--- src/hdl/lph_pkg.sv ---
// Shared constants and controller/datapath interface types for the LSH projection hash.
`timescale 1ns / 1ps
`default_nettype none
package lph_pkg;

	// Field and register widths
	localparam int PIXEL_W  = 8;
	localparam int WEIGHT_W = 16;
	localparam int OFFSET_W = 16;
	localparam int MUL_W    = 7;
	localparam int WIN_W    = 16;
	localparam int HASH_W   = 32;

	// Datapath widths
	localparam int ACC_W    = 40;
	localparam int FRAC_W   = 12;
	localparam int PW_W     = PIXEL_W + 1 + WEIGHT_W;
	localparam int N2_W     = ACC_W - FRAC_W + 1;
	localparam int DIV_W    = N2_W - 1;
	localparam int REM_W    = WIN_W + 1;
	localparam int CNT_W    = 5;
	localparam int H_W      = DIV_W + 1;
	localparam int PROD_W   = H_W + MUL_W;
	localparam int FOLD_W   = HASH_W + 1;

	// Configuration
	localparam logic [WIN_W-1:0] WIN_RESET = 16'd4;
	localparam int               REG_WINDOW = 0;

	// Hash modulus, 2^32 - 5
	localparam logic [FOLD_W-1:0] HASH_PRIME = 33'd4294967291;
	localparam logic [FOLD_W-1:0] PRIME_FOLD = 33'd5;

	// Controller commands to the datapath
	typedef struct packed {
		logic acc;
		logic capture;
		logic prep;
		logic div_step;
		logic quo;
		logic mul;
		logic fold;
		logic modp;
		logic add;
		logic emit;
	} lph_cmd_t;

	// Datapath status to the controller
	typedef struct packed {
		logic div_last;
		logic last_func;
		logic out_free;
	} lph_sts_t;

endpackage
`default_nettype wire

--- src/hdl/lph_datapath.sv ---
// Datapath: dot-product accumulator, bit-serial floor divider, modular combiner and output register.
`timescale 1ns / 1ps
`default_nettype none
module lph_datapath (
	input  wire logic                                 clk,
	input  wire logic                                 arst_n,
	input  wire lph_pkg::lph_cmd_t                    cmd,
	output lph_pkg::lph_sts_t                         sts,
	input  wire logic [lph_pkg::WIN_W-1:0]            window,
	input  wire logic [lph_pkg::PIXEL_W-1:0]          pixel,
	input  wire logic signed [lph_pkg::WEIGHT_W-1:0]  weight,
	input  wire logic [lph_pkg::OFFSET_W-1:0]         offset,
	input  wire logic signed [lph_pkg::MUL_W-1:0]     multiplier,
	input  wire logic                                 last_function,
	output logic                                      out_valid,
	input  wire logic                                 out_stall,
	output logic [lph_pkg::HASH_W-1:0]                hash_value
);

	logic [lph_pkg::ACC_W-1:0]          acc_q;
	logic [lph_pkg::HASH_W-1:0]         sum_q;
	logic [lph_pkg::OFFSET_W-1:0]       off_q;
	logic signed [lph_pkg::MUL_W-1:0]   mul_q;
	logic                               lf_q;
	logic [lph_pkg::WIN_W-1:0]          win_q;
	logic [lph_pkg::REM_W-1:0]          rem_q;
	logic [lph_pkg::DIV_W-1:0]          quo_q;
	logic [lph_pkg::CNT_W-1:0]          cnt_q;
	logic                               neg_q;
	logic signed [lph_pkg::H_W-1:0]     h_q;
	logic signed [lph_pkg::PROD_W-1:0]  prod_q;
	logic [lph_pkg::FOLD_W-1:0]         fold_q;
	logic                               pneg_q;
	logic [lph_pkg::HASH_W-1:0]         res_q;
	logic                               out_valid_q;
	logic [lph_pkg::HASH_W-1:0]         hash_q;

	logic signed [lph_pkg::PW_W-1:0]    pw;
	logic signed [lph_pkg::N2_W-1:0]    n2;
	logic [lph_pkg::N2_W-1:0]           n2_mag;
	logic [lph_pkg::REM_W-1:0]          rem_sh;
	logic [lph_pkg::REM_W-1:0]          rem_diff;
	logic                               rem_ge;
	logic [lph_pkg::H_W-1:0]            q_adj;
	logic [lph_pkg::PROD_W-1:0]         p_mag;
	logic [lph_pkg::FOLD_W-1:0]         fold_sum;
	logic [lph_pkg::HASH_W-1:0]         red;
	logic [lph_pkg::HASH_W-1:0]         res_next;
	logic [lph_pkg::FOLD_W-1:0]         sum_ext;
	logic [lph_pkg::HASH_W-1:0]         sum_next;

	// Pixel times weight, then scale the sum down to whole units and add the offset
	always_comb begin
		pw     = $signed({1'b0, pixel}) * weight;
		n2     = $signed({acc_q[lph_pkg::ACC_W-1], acc_q[lph_pkg::ACC_W-1:lph_pkg::FRAC_W]})
			+ $signed({{(lph_pkg::N2_W - lph_pkg::OFFSET_W){1'b0}}, off_q});
		n2_mag = n2[lph_pkg::N2_W-1] ? (~n2 + lph_pkg::N2_W'(1)) : n2;
	end

	// One restoring division step on the magnitude
	always_comb begin
		rem_sh   = {rem_q[lph_pkg::REM_W-2:0], quo_q[lph_pkg::DIV_W-1]};
		rem_diff = rem_sh - {1'b0, win_q};
		rem_ge   = (rem_sh >= {1'b0, win_q});
	end

	// Floor toward minus infinity for a negative dividend
	always_comb begin
		q_adj = {1'b0, quo_q} + lph_pkg::H_W'(neg_q && (rem_q != '0));
	end

	// Fold the product magnitude below 2^32 + 20 using 2^32 = 5 mod prime
	always_comb begin
		p_mag    = prod_q[lph_pkg::PROD_W-1] ? (~prod_q + lph_pkg::PROD_W'(1)) : prod_q;
		fold_sum = {1'b0, p_mag[lph_pkg::HASH_W-1:0]}
			+ lph_pkg::FOLD_W'(p_mag[lph_pkg::PROD_W-2:lph_pkg::HASH_W]) * lph_pkg::PRIME_FOLD;
	end

	// Final reduction and sign fixup, then the running sum update
	always_comb begin
		red      = (fold_q >= lph_pkg::HASH_PRIME) ?
			lph_pkg::HASH_W'(fold_q - lph_pkg::HASH_PRIME) : fold_q[lph_pkg::HASH_W-1:0];
		res_next = (pneg_q && (red != '0)) ?
			(lph_pkg::HASH_PRIME[lph_pkg::HASH_W-1:0] - red) : red;
		sum_ext  = {1'b0, sum_q} + {1'b0, res_q};
		sum_next = (sum_ext >= lph_pkg::HASH_PRIME) ?
			lph_pkg::HASH_W'(sum_ext - lph_pkg::HASH_PRIME) : sum_ext[lph_pkg::HASH_W-1:0];
	end

	// Accumulators and output valid
	always_ff @(posedge clk or negedge arst_n) begin
		if (!arst_n) begin
			acc_q       <= '0;
			sum_q       <= '0;
			out_valid_q <= 1'b0;
		end else begin
			if (cmd.acc) begin
				acc_q <= acc_q + {{(lph_pkg::ACC_W - lph_pkg::PW_W){pw[lph_pkg::PW_W-1]}}, pw};
			end else if (cmd.prep) begin
				acc_q <= '0;
			end
			if (cmd.add) begin
				sum_q <= sum_next;
			end else if (cmd.emit) begin
				sum_q <= '0;
			end
			if (cmd.emit) begin
				out_valid_q <= 1'b1;
			end else if (!out_stall) begin
				out_valid_q <= 1'b0;
			end
		end
	end

	// Per-function operands, divider and combiner pipeline registers
	always_ff @(posedge clk) begin
		if (cmd.capture) begin
			off_q <= offset;
			mul_q <= multiplier;
			lf_q  <= last_function;
		end
		if (cmd.prep) begin
			win_q <= (window == '0) ? lph_pkg::WIN_W'(1) : window;
			rem_q <= '0;
			quo_q <= n2_mag[lph_pkg::DIV_W-1:0];
			neg_q <= n2[lph_pkg::N2_W-1];
			cnt_q <= '0;
		end else if (cmd.div_step) begin
			rem_q <= rem_ge ? rem_diff : rem_sh;
			quo_q <= {quo_q[lph_pkg::DIV_W-2:0], rem_ge};
			cnt_q <= cnt_q + lph_pkg::CNT_W'(1);
		end
		if (cmd.quo) begin
			h_q <= neg_q ? $signed(~q_adj + lph_pkg::H_W'(1)) : $signed(q_adj);
		end
		if (cmd.mul) begin
			prod_q <= lph_pkg::PROD_W'(mul_q) * lph_pkg::PROD_W'(h_q);
		end
		if (cmd.fold) begin
			fold_q <= fold_sum;
			pneg_q <= prod_q[lph_pkg::PROD_W-1];
		end
		if (cmd.modp) begin
			res_q <= res_next;
		end
		if (cmd.emit) begin
			hash_q <= sum_q;
		end
	end

	// Status back to the controller
	always_comb begin
		sts.div_last  = (cnt_q == lph_pkg::CNT_W'(lph_pkg::DIV_W - 1));
		sts.last_func = lf_q;
		sts.out_free  = !out_valid_q || !out_stall;
	end

	assign out_valid  = out_valid_q;
	assign hash_value = hash_q;

endmodule
`default_nettype wire

--- src/hdl/lph_ctrl.sv ---
// Controller: sequences accumulation, division, modular combine and result emission.
`timescale 1ns / 1ps
`default_nettype none
module lph_ctrl (
	input  wire logic               clk,
	input  wire logic               arst_n,
	input  wire logic               in_valid,
	input  wire logic               last_pixel,
	output logic                    in_stall,
	input  wire lph_pkg::lph_sts_t  sts,
	output lph_pkg::lph_cmd_t       cmd
);

	typedef enum logic [7:0] {
		ST_IDLE = 8'b0000_0001,
		ST_PREP = 8'b0000_0010,
		ST_DIV  = 8'b0000_0100,
		ST_QUO  = 8'b0000_1000,
		ST_MUL  = 8'b0001_0000,
		ST_FOLD = 8'b0010_0000,
		ST_MOD  = 8'b0100_0000,
		ST_ADD  = 8'b1000_0000
	} lph_state_t;

	lph_state_t state_q;
	lph_state_t state_next;
	logic       emit_wait_q;
	logic       emit_wait_next;

	// Next state and commands
	always_comb begin
		state_next     = state_q;
		emit_wait_next = emit_wait_q;
		cmd            = '0;
		in_stall       = 1'b1;
		case (state_q)
			ST_IDLE: begin
				if (emit_wait_q) begin
					// hold input until the result beat gets into the output register
					if (sts.out_free) begin
						cmd.emit       = 1'b1;
						emit_wait_next = 1'b0;
					end
				end else begin
					in_stall = 1'b0;
					cmd.acc  = in_valid;
					if (in_valid && last_pixel) begin
						cmd.capture = 1'b1;
						state_next  = ST_PREP;
					end
				end
			end
			ST_PREP: begin
				cmd.prep   = 1'b1;
				state_next = ST_DIV;
			end
			ST_DIV: begin
				cmd.div_step = 1'b1;
				if (sts.div_last) begin
					state_next = ST_QUO;
				end
			end
			ST_QUO: begin
				cmd.quo    = 1'b1;
				state_next = ST_MUL;
			end
			ST_MUL: begin
				cmd.mul    = 1'b1;
				state_next = ST_FOLD;
			end
			ST_FOLD: begin
				cmd.fold   = 1'b1;
				state_next = ST_MOD;
			end
			ST_MOD: begin
				cmd.modp   = 1'b1;
				state_next = ST_ADD;
			end
			ST_ADD: begin
				cmd.add        = 1'b1;
				emit_wait_next = sts.last_func;
				state_next     = ST_IDLE;
			end
			default: begin
				state_next = ST_IDLE;
			end
		endcase
	end

	// State registers
	always_ff @(posedge clk or negedge arst_n) begin
		if (!arst_n) begin
			state_q     <= ST_IDLE;
			emit_wait_q <= 1'b0;
		end else begin
			state_q     <= state_next;
			emit_wait_q <= emit_wait_next;
		end
	end

endmodule
`default_nettype wire

--- src/hdl/lsh_projection_hash.sv ---
// Top level: APB window register, controller and datapath of the LSH projection hash.
// Throughput: one pixel beat per cycle while a hash function is accumulating.
// After the last pixel of a function the input stalls through one setup step, the 28-bit
// one-bit-per-cycle floor divider, then sign, multiply, fold, reduce and sum steps.
// On the last function a further step moves the sum to the output register, which drives
// hash_value; that step waits while a previous result is held by out_stall.
// Reset (arst_n low, asynchronous) clears both accumulators and out_valid, and sets window to 4.
`timescale 1ns / 1ps
`default_nettype none
module lsh_projection_hash (
	input  wire logic                                 clk,
	input  wire logic                                 arst_n,
	input  wire logic                                 psel,
	input  wire logic                                 penable,
	input  wire logic                                 pwrite,
	input  wire logic [2:0]                           paddr,
	input  wire logic [31:0]                          pwdata,
	output logic [31:0]                               prdata,
	output logic                                      pready,
	input  wire logic                                 in_valid,
	output logic                                      in_stall,
	input  wire logic [lph_pkg::PIXEL_W-1:0]          pixel,
	input  wire logic signed [lph_pkg::WEIGHT_W-1:0]  weight,
	input  wire logic                                 last_pixel,
	input  wire logic [lph_pkg::OFFSET_W-1:0]         offset,
	input  wire logic signed [lph_pkg::MUL_W-1:0]     multiplier,
	input  wire logic                                 last_function,
	output logic                                      out_valid,
	input  wire logic                                 out_stall,
	output logic [lph_pkg::HASH_W-1:0]                hash_value
);

	logic [lph_pkg::WIN_W-1:0] window_q;
	logic                      win_sel;
	lph_pkg::lph_cmd_t         cmd;
	lph_pkg::lph_sts_t         sts;

	// Register decode: paddr[2] alone selects the window register
	assign win_sel = (paddr[2] == 1'(lph_pkg::REG_WINDOW));
	assign pready  = 1'b1;
	assign prdata  = win_sel ? 32'(window_q) : '0;

	// Window register write
	always_ff @(posedge clk or negedge arst_n) begin
		if (!arst_n) begin
			window_q <= lph_pkg::WIN_RESET;
		end else if (psel && penable && pwrite && pready && win_sel) begin
			window_q <= pwdata[lph_pkg::WIN_W-1:0];
		end
	end

	lph_ctrl u_ctrl (
		.clk        (clk),
		.arst_n     (arst_n),
		.in_valid   (in_valid),
		.last_pixel (last_pixel),
		.in_stall   (in_stall),
		.sts        (sts),
		.cmd        (cmd)
	);

	lph_datapath u_datapath (
		.clk           (clk),
		.arst_n        (arst_n),
		.cmd           (cmd),
		.sts           (sts),
		.window        (window_q),
		.pixel         (pixel),
		.weight        (weight),
		.offset        (offset),
		.multiplier    (multiplier),
		.last_function (last_function),
		.out_valid     (out_valid),
		.out_stall     (out_stall),
		.hash_value    (hash_value)
	);

endmodule
`default_nettype wire
--- config.mk ---
export PLATFORM = sky130hd
export DESIGN_NAME = lsh_projection_hash
export DESIGN_NICKNAME = d
export VERILOG_FILES = /design/src/hdl/lph_pkg.sv /design/src/hdl/lph_datapath.sv /design/src/hdl/lph_ctrl.sv /design/src/hdl/lsh_projection_hash.sv
export SDC_FILE = /design/constraint.sdc
export NUM_CORES = 2
export LEC_CHECK = 0
export BUFFER_PORTS_ARGS = -buffer_cell sky130_fd_sc_hd__buf_2
export CORE_ASPECT_RATIO = 1.75
export CORE_UTILIZATION = 30
export DETAILED_ROUTE_END_ITERATION = 8
export PLACE_DENSITY = 0.54
export SYNTH_ARGS = -nofsm -noshare
export SYNTH_HDL_FRONTEND = slang
export SYNTH_HIERARCHICAL = 1
export SYNTH_SLANG_ARGS = --single-unit
--- constraint.sdc ---
create_clock -name clk -period 9.2 [get_ports clk]
set_clock_uncertainty 0.05 [all_clocks]
set_input_delay 1.84 -clock clk [delete_from_list [all_inputs] [get_ports clk]]
set_output_delay 1.84 -clock clk [all_outputs]
set_load 0.01 [all_outputs]
# [Word level (Yosys, flattened, before mapping)]
# Cells that the tools add are included.
[totals] register_bits=352 inputBits=91 wordCells=111
[op_classes] n_addsub=13 n_mul=3 n_lt_le_gt_ge=3 n_eq_ne=13 n_mux=38 bitwise_logic=4 reduce_logical=17
[ops] cell="$mux 32" n=5
[ops] cell="$mux 28" n=3
[ops] cell="$mux 40" n=2
[ops] cell="$ge 33x32->1 const B" n=2
[ops] cell="$sub 32x32->32 const B" n=2
[ops] cell="$pmux 8 s7" n=1
[ops] cell="$add 40x40->40" n=1
[ops] cell="$mul 7x29->36" n=1
[ops] cell="$add 35x2->35 const B" n=1
[ops] cell="$mux 35" n=1
[ops] cell="$not 35->35" n=1
[ops] cell="$add 32x32->33" n=1
[ops] cell="$add 32x6->33" n=1
[ops] cell="$reduce_bool 32->1" n=1
[ops] cell="$sub 32x32->32 const A" n=1
[ops] cell="$add 28x1->29" n=1
[ops] cell="$add 28x17->29" n=1
[ops] cell="$add 29x1->29 const B" n=1
[ops] cell="$mux 29" n=1
[ops] cell="$not 29->29" n=1
[ops] cell="$add 28x2->28 const B" n=1
[ops] cell="$not 28->28" n=1
[ops] cell="$mul 9x16->25" n=1
[ops] cell="$mux 8" n=3
[ops] cell="28 further kinds" n=56

# [Longest topological paths before layout]
[logic_depth] depth_word=7 mapped_depth=34 depth_no_buf=33

# [Cells and area by module]
# The synthesis kept the hierarchy.
[by_module_without_submodules] mod="lph_datapath" instances=1 cells_per_inst=3600 area_per_inst_um2=33613.5
[by_module_without_submodules] mod="lsh_projection_hash" instances=1 cells_per_inst=70 area_per_inst_um2=900.9
[by_module_without_submodules] mod="lph_ctrl" instances=1 cells_per_inst=51 area_per_inst_um2=550.5

# [Worst setup path before layout]
# Ideal clock, no wire load.
[synth_timing] path_kind="input port to flip-flop" start="input pixel[2] (netlist name)" end="register u_datapath/acc_q[39] (netlist name)" setup_ps=79 arrival_time_ps=9261 t_required_ps=9071 slack_ps=-190 cell_stages=31 path_buffers=1 path_cell_list="clkbuf_1 > nand2_1 > fa_1 > inv_1 > fa_1 > fa_1 > inv_1 > fa_1 > inv_1 > ha_1 > nand3_1 > nand2_1 > a41o_1 > o41ai_1 > o21ai_0 > o21a_1 > a211oi_1 > a21oi_1 > xnor2_1 > ha_1 > a21oi_1 > nor2b_1 > o21a_1 > o21a_1 > nor2_1 > o21ai_0 > a41o_1 > o41a_1 > nor2_1 > nand3b_1 > mux2i_1"
[synth_via] elab_chain_len=3
[synth_lines] item="start, declared" line_no="lsh_projection_hash.sv:22" rtl="input wire logic [lph_pkg::PIXEL_W-1:0] pixel,"
[synth_lines] item="$mul 9x16->25" line_no="lph_datapath.sv:54" rtl="pw = $signed({1'b0, pixel}) * weight;"
[synth_lines] item="$add 40x40->40" line_no="lph_datapath.sv:98" rtl="acc_q <= acc_q + {{(lph_pkg::ACC_W - lph_pkg::PW_W){pw[lph_pkg::PW_W-1]}}, pw};"
[synth_lines] item="$mux 40" line_no="lph_datapath.sv:97" rtl="if (cmd.acc) begin"
[synth_lines] item="end signal, assigned" line_no="lph_datapath.sv:98"
[synth_lines] item="end, declared" line_no="lph_datapath.sv:20" rtl="logic [lph_pkg::ACC_W-1:0] acc_q;"
# No other way between the ends.
# A chain may end at the register's enable or synchronous reset.

# [Final worst setup path]
[layout_timing] start="input weight[4] (netlist name)" end="register u_datapath/acc_q[39] (netlist name)"
[layout_via] elab_chain_len=3
[layout_lines] item="start, declared" line_no="lsh_projection_hash.sv:23" rtl="input wire logic signed [lph_pkg::WEIGHT_W-1:0] weight,"
[layout_lines] item="$mul 9x16->25" line_no="lph_datapath.sv:54"
[layout_lines] item="$add 40x40->40" line_no="lph_datapath.sv:98"
[layout_lines] item="$mux 40" line_no="lph_datapath.sv:97"
# No other way between the ends.

==> flow_summary_export.csv <==
group,metric,value,unit
setup_path,cpPeakStageDelay,0.55,ns
clock_network,cts_resized,0,
setup_path,crit_path_start_kind,"input pin",
route,drcViolationCount,18,
sta,rsz0062_at_grt,"false",
finish,area.sequential,9862,µm²
setup_path,cp_max_fo,8,
global_routing,grt_pass1_wl,143900,µm
placed_design,port_buffers,122,
yosys,synth_common_cells,"inv_1, nand2_1, fa_1, ha_1, xnor2_1",
yosys,ys_seq_area_share,28.12,%
pwr,intPower,6.597,mW
route,routed_wl,90970,µm
sta,fmax,0.1161,GHz
sta,worst_pin_slew,1.081,ns
setup_path,cp_common_cell,"fa_1",
sta,drv_slew,0,
sta,whs,0.4039,ns
yosys,synth.distinct_cells,102,
placed_design,gp_congestion,0.9087,
pwr,p_total,11.95,mW
outcome,outcome,"finished, violations left",
clock_network,clk_latency,0.63,ns
setup_path,cp.arrival,9.09,ns
clock_network,clkTransAtPathRegs,0.06,ns
setup_path,rrSetupSlack,1.82,ns
yosys,yosysTopAreaCell,"edfxtp_1",
route,dr_total_vias,26760,
pwr,power.net_switching,5.349,mW
clock_network,hold_buffers,0,
outcome,violations,"design-rule violations",
min_path,worstHoldPathType,"flop to flop",
setup_path,cp-end-kind,"flop",
pwr,p_clk_share,14.8,%
finish,drive_above_1_share,8.937,%
setup_path,criticalPathCategory,"input pin to flop",
yosys,synthCells,3721,
sta,hold_viol_final,0,
yosys,syn_avg_cell_area,9.424,µm²
floorplanning,ios,158,
pwr,power_density,307.1,nW/µm²
finish,nFillCells,12000,
sta,fin_crit,8.615,ns
floorplanning,fp.dieH,454.3,µm
route,drt_first_pass_iters,7,
global_routing,grt_max_degree,57,
route,routedWlPerCell,17.03,µm
clock_network,cts_tree,"done",
run,drv_cap,0,
clock_network,clock-root-buffer,"clkbuf_16",
clock_network,clk_path_buf_depth,3,
floorplanning,dieWidth,260.4,µm
yosys,synth.most_common_cell,"inv_1",
floorplanning,rows,165,
yosys,synth-seq-cells,352,
finish,multi_input_area,23280,µm²
clock_network,post_cts_buffers,0,
placed_design,place_hpwl,74320,µm
sta,post-route-period-util,93.65,%
global_routing,grtUsageTotal,15.32,%
floorplanning,coreArea,115800,µm²
global_routing,grt_pass1_vias,28090,
finish,area_growth,10.95,%
sta,setup_viol,0,
clock_network,clkSinkCount,352,
setup_path,slowest_stage,"fa_1",
pwr,p_seq_share,18.5,%
finish,layout.nets,4399,
sta,slew_headroom,27.95,%
clock_network,cts_buffers,42,
pwr,vdd_drop_max,0.0002188,V
yosys,ys.flop_type,"edfxtp_1",
floorplanning,start_util,30.28,%
route,postRouteAntennaNets,0,
yosys,synth_top_area_share,19.87,%
global_routing,antenna_found_initial,1,
yosys,ys_warn_count,6,
yosys,synth.cell_area,35060,µm²
yosys,synth_edf_count,232,
pwr,sw_frac_of_total,44.78,%
yosys,async_reset_ff_share,27.84,%
clock_network,htreeDepth,2,
yosys,ys_top_cells_by_area,"edfxtp_1, fa_1, ha_1, dfrtp_1, xnor2_1",
route,viasPerCell,5.008,
route,drtIter0Drc,1068,
setup_path,cp.required,9.67,ns
pwr,p_leak,16.58,nW
pwr,p_comb_share,66.7,%
floorplanning,dieArea,118300,µm²
global_routing,grt_overflow,0,
registers in the layout, indices dropped and copies added (netlist names), 5 cells and up:
name,cells
u_datapath/cnt_q,5
u_datapath/h_q,29
u_datapath/prod_q,36
u_datapath/quo_q,28
window_q,16
u_datapath/sum_q,32
u_datapath/mul_q,7
u_datapath/hash_value,32
u_datapath/off_q,16
u_datapath/acc_q,40
u_datapath/win_q,16
u_ctrl/state_q,8
u_datapath/fold_q,33
u_datapath/res_q,32
u_datapath/rem_q,17
layer usage:
metal	part of all wire, %	GRT usage, %	up-vias
li1	-	-	12980
met1	33	13.65	13090
met2	59	32.71	475
met3	2.4	1.392	211
met4	5.0	7.648	0
met5	0	0	-
power groups by stage:
stage | Combinational (mW) | Clock, mW | Sequential [mW]
finish | 7.97 | 1.76 | 2.21
global route | 8.95 | 1.88 | 2.24
CTS | 8.02 | 1.82 | 2.22
detailed placement | 7.98 | 0 | 2.24
global placement | 7.86 | 0 | 2.24
floorplan | 5.95 | 0 | 2.14
cells by family (layout without fill, tap and decap cells):
kind of cell               count (synthesis)  after routing  synth area share (%)
other                                      2             19               0.02142
and+or+nand+nor                         1211           1211                 18.04
AOI/OAI and AO/OA                        706            706                 13.25
muxes                                     51             51                 1.670
buffers and inverters                    509            611                 5.777
DFF                                      352            352                 28.12
adders and majority gates                503            503                 23.45
xor gates and xnor gates                 387            387                 9.666
layout by cell type (no fill, tap or decap), types with 121 or more instances in the layout:
cell type,instances
a21oi_1,192
and2_1,208
buf_2,121
edfxtp_1,232
fa_1,257
ha_1,246
inv_1,341
nand2_1,315
nor2_1,206
o21ai_0,151
xnor2_1,242
xor2_1,144
critical path: cells and delay by family:
kind | cells | cell delay [ns]
buffers and inverters | 4 | 0.43
adder cells (fa/ha/maj) | 6 | 2.74
AND/OR/NAND/NOR | 7 | 0.79
XOR/XNOR | 1 | 0.36
AO/OA/AOI/OAI | 12 | 2.72
multiplexers | 1 | 0.20
through the flow:
stage	utilization (%)	setup TNS, ns	cell area (µm²)	cells	worst slack (ns)
floorplan	-	0	35130	3736	0.1478
global placement	32.33	-0.01850	37450	5264	-0.01850
detailed placement	32.33	-0.04377	37450	5264	-0.04377
CTS	33.59	0	38900	5341	0.5916
global route	33.59	0	38900	5342	0.1519
finish	33.59	0	38910	5343	0.5846
area by class of cell:
| class | instances | area share (%) |
|---|---|---|
| inverter | 341 | 3.290 |
| multi-input combinational | 2875 | 59.84 |
| timing repair buffer | 193 | 2.946 |
| clock buffer | 54 | 2.946 |
| clock inverter | 23 | 0.7879 |
| sequential | 352 | 25.35 |
| tap | 1503 | 4.834 |
| antenna | 2 | 0.01286 |
final timing paths:
kind | start | endpoint | cells past startpoint
worst max-delay path | weight[4] | u_datapath/acc_q[39] | 31
worst min-delay path | u_datapath/lf_q | u_ctrl/emit_wait_q | 2
worst max register to register | u_datapath/prod_q[7] | u_datapath/fold_q[29] | 23
worst min register to register | u_datapath/lf_q | u_ctrl/emit_wait_q | 2
max in group asynchronous | arst_n | u_datapath/acc_q[21] | 2
min in group asynchronous | arst_n | u_datapath/sum_q[17] | 1
Note: power is estimated with default switching activity, not from simulation.
